## config.mk

```make
export PLATFORM = sky130hd
export DESIGN_NAME = taylor_ram
export DESIGN_NICKNAME = d
export VERILOG_FILES = /design/src/hw/rtl/taylor_ram.sv
export SDC_FILE = /design/constraint.sdc
export NUM_CORES = 2
export LEC_CHECK = 0
export BUFFER_PORTS_ARGS = -buffer_cell sky130_fd_sc_hd__buf_2
export CAP_MARGIN = 20
export CORE_MARGIN = 2
export CORE_UTILIZATION = 62
export CTS_CLUSTER_DIAMETER = 100
export DETAILED_ROUTE_END_ITERATION = 6
export PLACE_DENSITY = 0.9
export SLEW_MARGIN = 25
export SYNTH_ARGS = -nofsm -noshare
export SYNTH_HDL_FRONTEND = slang
export SYNTH_SLANG_ARGS = --single-unit
```

## constraint.sdc

```tcl
create_clock -name clk_i -period 5.8 [get_ports clk_i]
set_clock_uncertainty 0.1 [all_clocks]
set_input_delay 1.16 -clock clk_i [delete_from_list [all_inputs] [get_ports clk_i]]
set_output_delay 1.16 -clock clk_i [all_outputs]
set_load 0.005 [all_outputs]
```

## src/hw/rtl/taylor_ram.sv

```systemverilog
// ----------------------------------------------------------------------------
// Taylor generic RAM
// Simple dual-port RAM, one write and one read port, registered read data.
// ----------------------------------------------------------------------------
module taylor_ram #(
  parameter int WIDTH = 64,
  parameter int DEPTH = 32
) (
  input  logic                     clk_i,
  input  logic                     we_i,
  input  logic [$clog2(DEPTH)-1:0] waddr_i,
  input  logic [WIDTH-1:0]         wdata_i,
  input  logic [$clog2(DEPTH)-1:0] raddr_i,
  output logic [WIDTH-1:0]         rdata_o
);

  logic [WIDTH-1:0] mem_q [DEPTH];

  always_ff @(posedge clk_i) begin
    if (we_i) begin
      mem_q[waddr_i] <= wdata_i;
    end
    rdata_o <= mem_q[raddr_i];
  end

endmodule

```

# After elaboration in Yosys (flattened, before gate mapping)
# Memories as Yosys holds them, arrays and structs flattened. A register that Yosys moved wholly into a read port is not among the register bits.
# Index checks and enable logic that the tools add are counted.
[word_totals]
out_inout_bits = 64
regBits = 0
word_cells = 3
memories = 1
ramBits = 2048
inputBits = 76
[op_classes]
mux = 2
[mem_list]
columns = ["name", "depth", "word_bits", "read_ports", "rd_ports_with_merged_regs", "wr", "line", "rtl"]
rows = [
  ["mem_q", 32, 64, 1, 1, 1, "17", "logic [WIDTH-1:0] mem_q [DEPTH];"],
]
[op_table]
columns = ["operator", "n"]
rows = [
  ["2-to-1 mux 1 bit", 2],
]

# Longest topological paths before layout
[depth]
word_depth = 2
depth_mapped = 9
depth_no_buf = 4

# Least setup slack after synthesis
# OpenSTA, ideal clock, no wires.
[synth_path]
kind = "input to register"
start = "input waddr_i[1]"
end = "memory mem_q[12][0] (enable)"
arrival_ns = 4.496
cell_stages = 3
path_buffers = 1
slack_ns = 0.718
setup_time_ns = 0.486
cell_sequence = "or3b_2 clkbuf_1 nor2_1"
[synth_rtl]
columns = ["element", "line", "rtl"]
rows = [
  ["from (decl)", "11", "input logic [$clog2(DEPTH)-1:0] waddr_i,"],
  ["to (decl)", "17", ""],
]
# Straight into the memory's write port.

==> results.yml <==
run_status:
  status: "completed"
sta:
  hold_ws_ps: 704
  tns_ps: 0
  finalCritPeriodShare_pct: 56.6
  finalCriticalPeriod_ps: 3290
  max_freq_ghz: 0.304
  slew_viol_final: 0
  tightest_slew_ps: 1160
  hold_viol_final: 0
  maxSlewHeadroom_pct: 22.7
  setup_viol: 0
  setup_slack_ps: 2510
  grt_setup_unrepaired: "no"
min_path:
  hold_path_depth: 1
  min_path_type: "in2reg"
  min_from: "wdata_i[48]"
  holdPathEnd: "mem_q[8][48]"
pwr:
  power.total_mw: 31.5
  clkPwrFrac_pct: 40.8
  power_density_nw_per_um2: 354
  p_leak_nw: 27.8
  ir_drop_uv: 394
  seq_power_share_pct: 54.3
  switching_share_pct: 21.7
  power_frac_comb_pct: 4.9
  power_switching_mw: 6.84
  internal_power_mw: 24.6
die:
  fp.dieH_um: 361
  core_um2: 126000
  ios: 140
  die_w_um: 361
  dieArea_um2: 130000
  rows: 130
  start_util_pct: 62.6
clocking:
  postCtsSetupBuffers: 0
  ctsHoldBuffers: 0
  numCtsBuffers: 192
  root_buffer: "clkbuf_16"
  clockBufferDepth: 3
  cts_resized: 0
  cts.sinks: 2112
  insertion_delay_ps: 860
  cts_htree_levels: 4
  cts_tree: "yes"
  clk_pin_slew_ps: 70
setup_path:
  ff2ff_setup_slack_ps: 3680
  rr_worst_depth: 3
  worst-setup-path-type: "in2reg"
  cp-end-kind: "register"
  r2r-start: "mem_q[22][38]"
  critical_path_arrival_ps: 3910
  r2r-end: "rdata_o[38]"
  cp-start-kind: "primary input"
  path_max_fanout: 56
  crit_required_ps: 6430
synthesis:
  synthCells: 3097
  yosysTopAreaCellShare_pct: 77.9
  synth_area_um2: 79000
  ys_top_cells_by_count: "edfxtp_1 (2048), mux4_2 (602), mux2_2 (74), buf_2 (65), dfxtp_1 (64)"
  synthesis.nets: 3173
  synth_area_leaders: "edfxtp_1 (78%), mux4_2 (17%), dfxtp_1 (1.6%)"
  synth_top_area_cell: "edfxtp_1"
  yosysSeqAreaShare_pct: 79.5
  synth.avg_cell_area_um2: 25.5
  ys_async_sr_fraction_pct: 0
  yosys_warnings: 0
  yosysMostFrequentCell: "edfxtp_1"
  ys_types: 31
  synth-edff-count: 2048
  synth_ff_type: "edfxtp_1"
  synth-seq-cells: 2112
routing:
  vias: 38700
  remaining_drc_errors: 0
  antenna_left: 0
  drt_iter0_drc: 7033
  wl_um: 224000
  wl_per_cell_um: 43.1
  drt-vias-per-instance: 7.43
  dr.pass1.iters: 5
final_layout:
  area_growth_pct: 12.5
  regArea_um2: 62800
  utilization_pct: 70.5
  drive_gt1_share_pct: 34.5
  multiInputGateArea_um2: 15700
  finalNetCount: 3445
  n_fill_cell: 6461
global_route:
  grt_max_degree: 78
  overflow: 0
  grt_pass1_wl_um: 312000
  antenna_found_initial: 21
  track_usage_pct: 35.1
  grt_pass1_vias: 40400
placement:
  dp.final_hpwl_um: 108000
  place_congestion: 0.759
  post-place-ws_ps: 1760
  io_buffer_count: 139
flow_run:
  maxCapViolations: 0
==> worst max-delay path, stage by stage <==
cell and delay, ps:
buf_8 570, buf_12 310, buf_4 280, mux4_2 600
mux4_2 560, mux2_2 300
==> power groups by stage <==
stage          logic (mW)  clock network [mW]  registers, mW
3_5_place_dp         1.48                   0           17.4
5_1_grt              1.60                13.3           17.1
4_1_cts              1.53                12.9           17.1
3_3_place_gp         1.39                   0           17.4
6_report             1.54                12.8           17.1
2_1_floorplan       0.851                   0           17.4
==> sequential cells by signal (all words and copies together) (netlist names) <==
register  cells
mem_q      2048
rdata_o      64
==> cell families after synthesis <==
| kind of cell | count (synthesis) | share of synthesized area [%] |
|---|---|---|
| flops | 2112 | 79.5 |
| simple gates | 64 | 0.379 |
| buf+inv | 157 | 0.944 |
| mux | 714 | 18.7 |
| compound gates | 50 | 0.466 |
==> worst max path at each step <==
stage | startpoint | end | cells after the start
final | raddr_i[0] | rdata_o[57] | 6
after detailed placement | raddr_i[0] | rdata_o[47] | 6
after CTS | raddr_i[0] | rdata_o[57] | 6
after global placement | raddr_i[0] | rdata_o[47] | 6
after floorplan | waddr_i[1] | mem_q[12][0] | 3
after global routing | raddr_i[0] | rdata_o[57] | 6
==> cells in the final DEF, fill, tap and decap left out, types with 3 or more instances in the layout <==
cell,Yosys,final
clkbuf_1,55,57
clkbuf_8,0,18
mux4_2,602,602
o2bb2ai_1,3,3
a211oi_1,3,3
clkinv_2,0,30
buf_12,0,40
o211ai_1,3,3
buf_4,14,51
clkbuf_16,0,193
buf_16,0,3
bufinv_16,0,13
diode_2,0,17
edfxtp_1,2048,2048
nor2b_1,4,4
dfxtp_1,64,64
o21ai_0,9,9
buf_2,65,134
o31a_1,3,3
and2_1,3,3
nor2_4,0,32
buf_8,0,3
clkinvlp_4,0,7
o22ai_1,10,10
nor2_1,41,9
a22oi_1,3,3
a221oi_1,12,12
o221ai_1,3,3
nand3b_1,5,5
clkinv_1,0,29
mux2_2,74,74
inv_16,0,4
nand2_1,3,3
clkinv_8,0,6
mux2i_1,38,38
buf_6,3,3
==> stage by stage <==
step | std cells | area [um2]
global route | 5197 | 88800
global placement | 4822 | 82500
detailed placement | 4824 | 82500
finish | 5205 | 88900
floorplan | 3097 | 79000
CTS | 5187 | 88800
==> layer usage <==
| metal | wire [um] | GRT usage (%) |
|---|---|---|
| met1 | 67900 | 43.2 |
| met4 | 14300 | 21.2 |
| met5 | 98 | 0 |
| met2 | 115000 | 58.4 |
| met3 | 26700 | 6.84 |
==> area by class of cell <==
| class | instances | share of cell area, % |
|---|---|---|
| Sequential cell | 2112 | 70.7 |
| Clock inverter | 95 | 1.10 |
| Inverter | 1 | 0.00422 |
| Multi-Input combinational cell | 828 | 17.6 |
| Antenna cell | 17 | 0.0479 |
| Tap cell | 1650 | 2.32 |
| Clock buffer | 268 | 5.96 |
| Timing Repair Buffer | 234 | 2.27 |
Power figures use the tool's default switching activity.
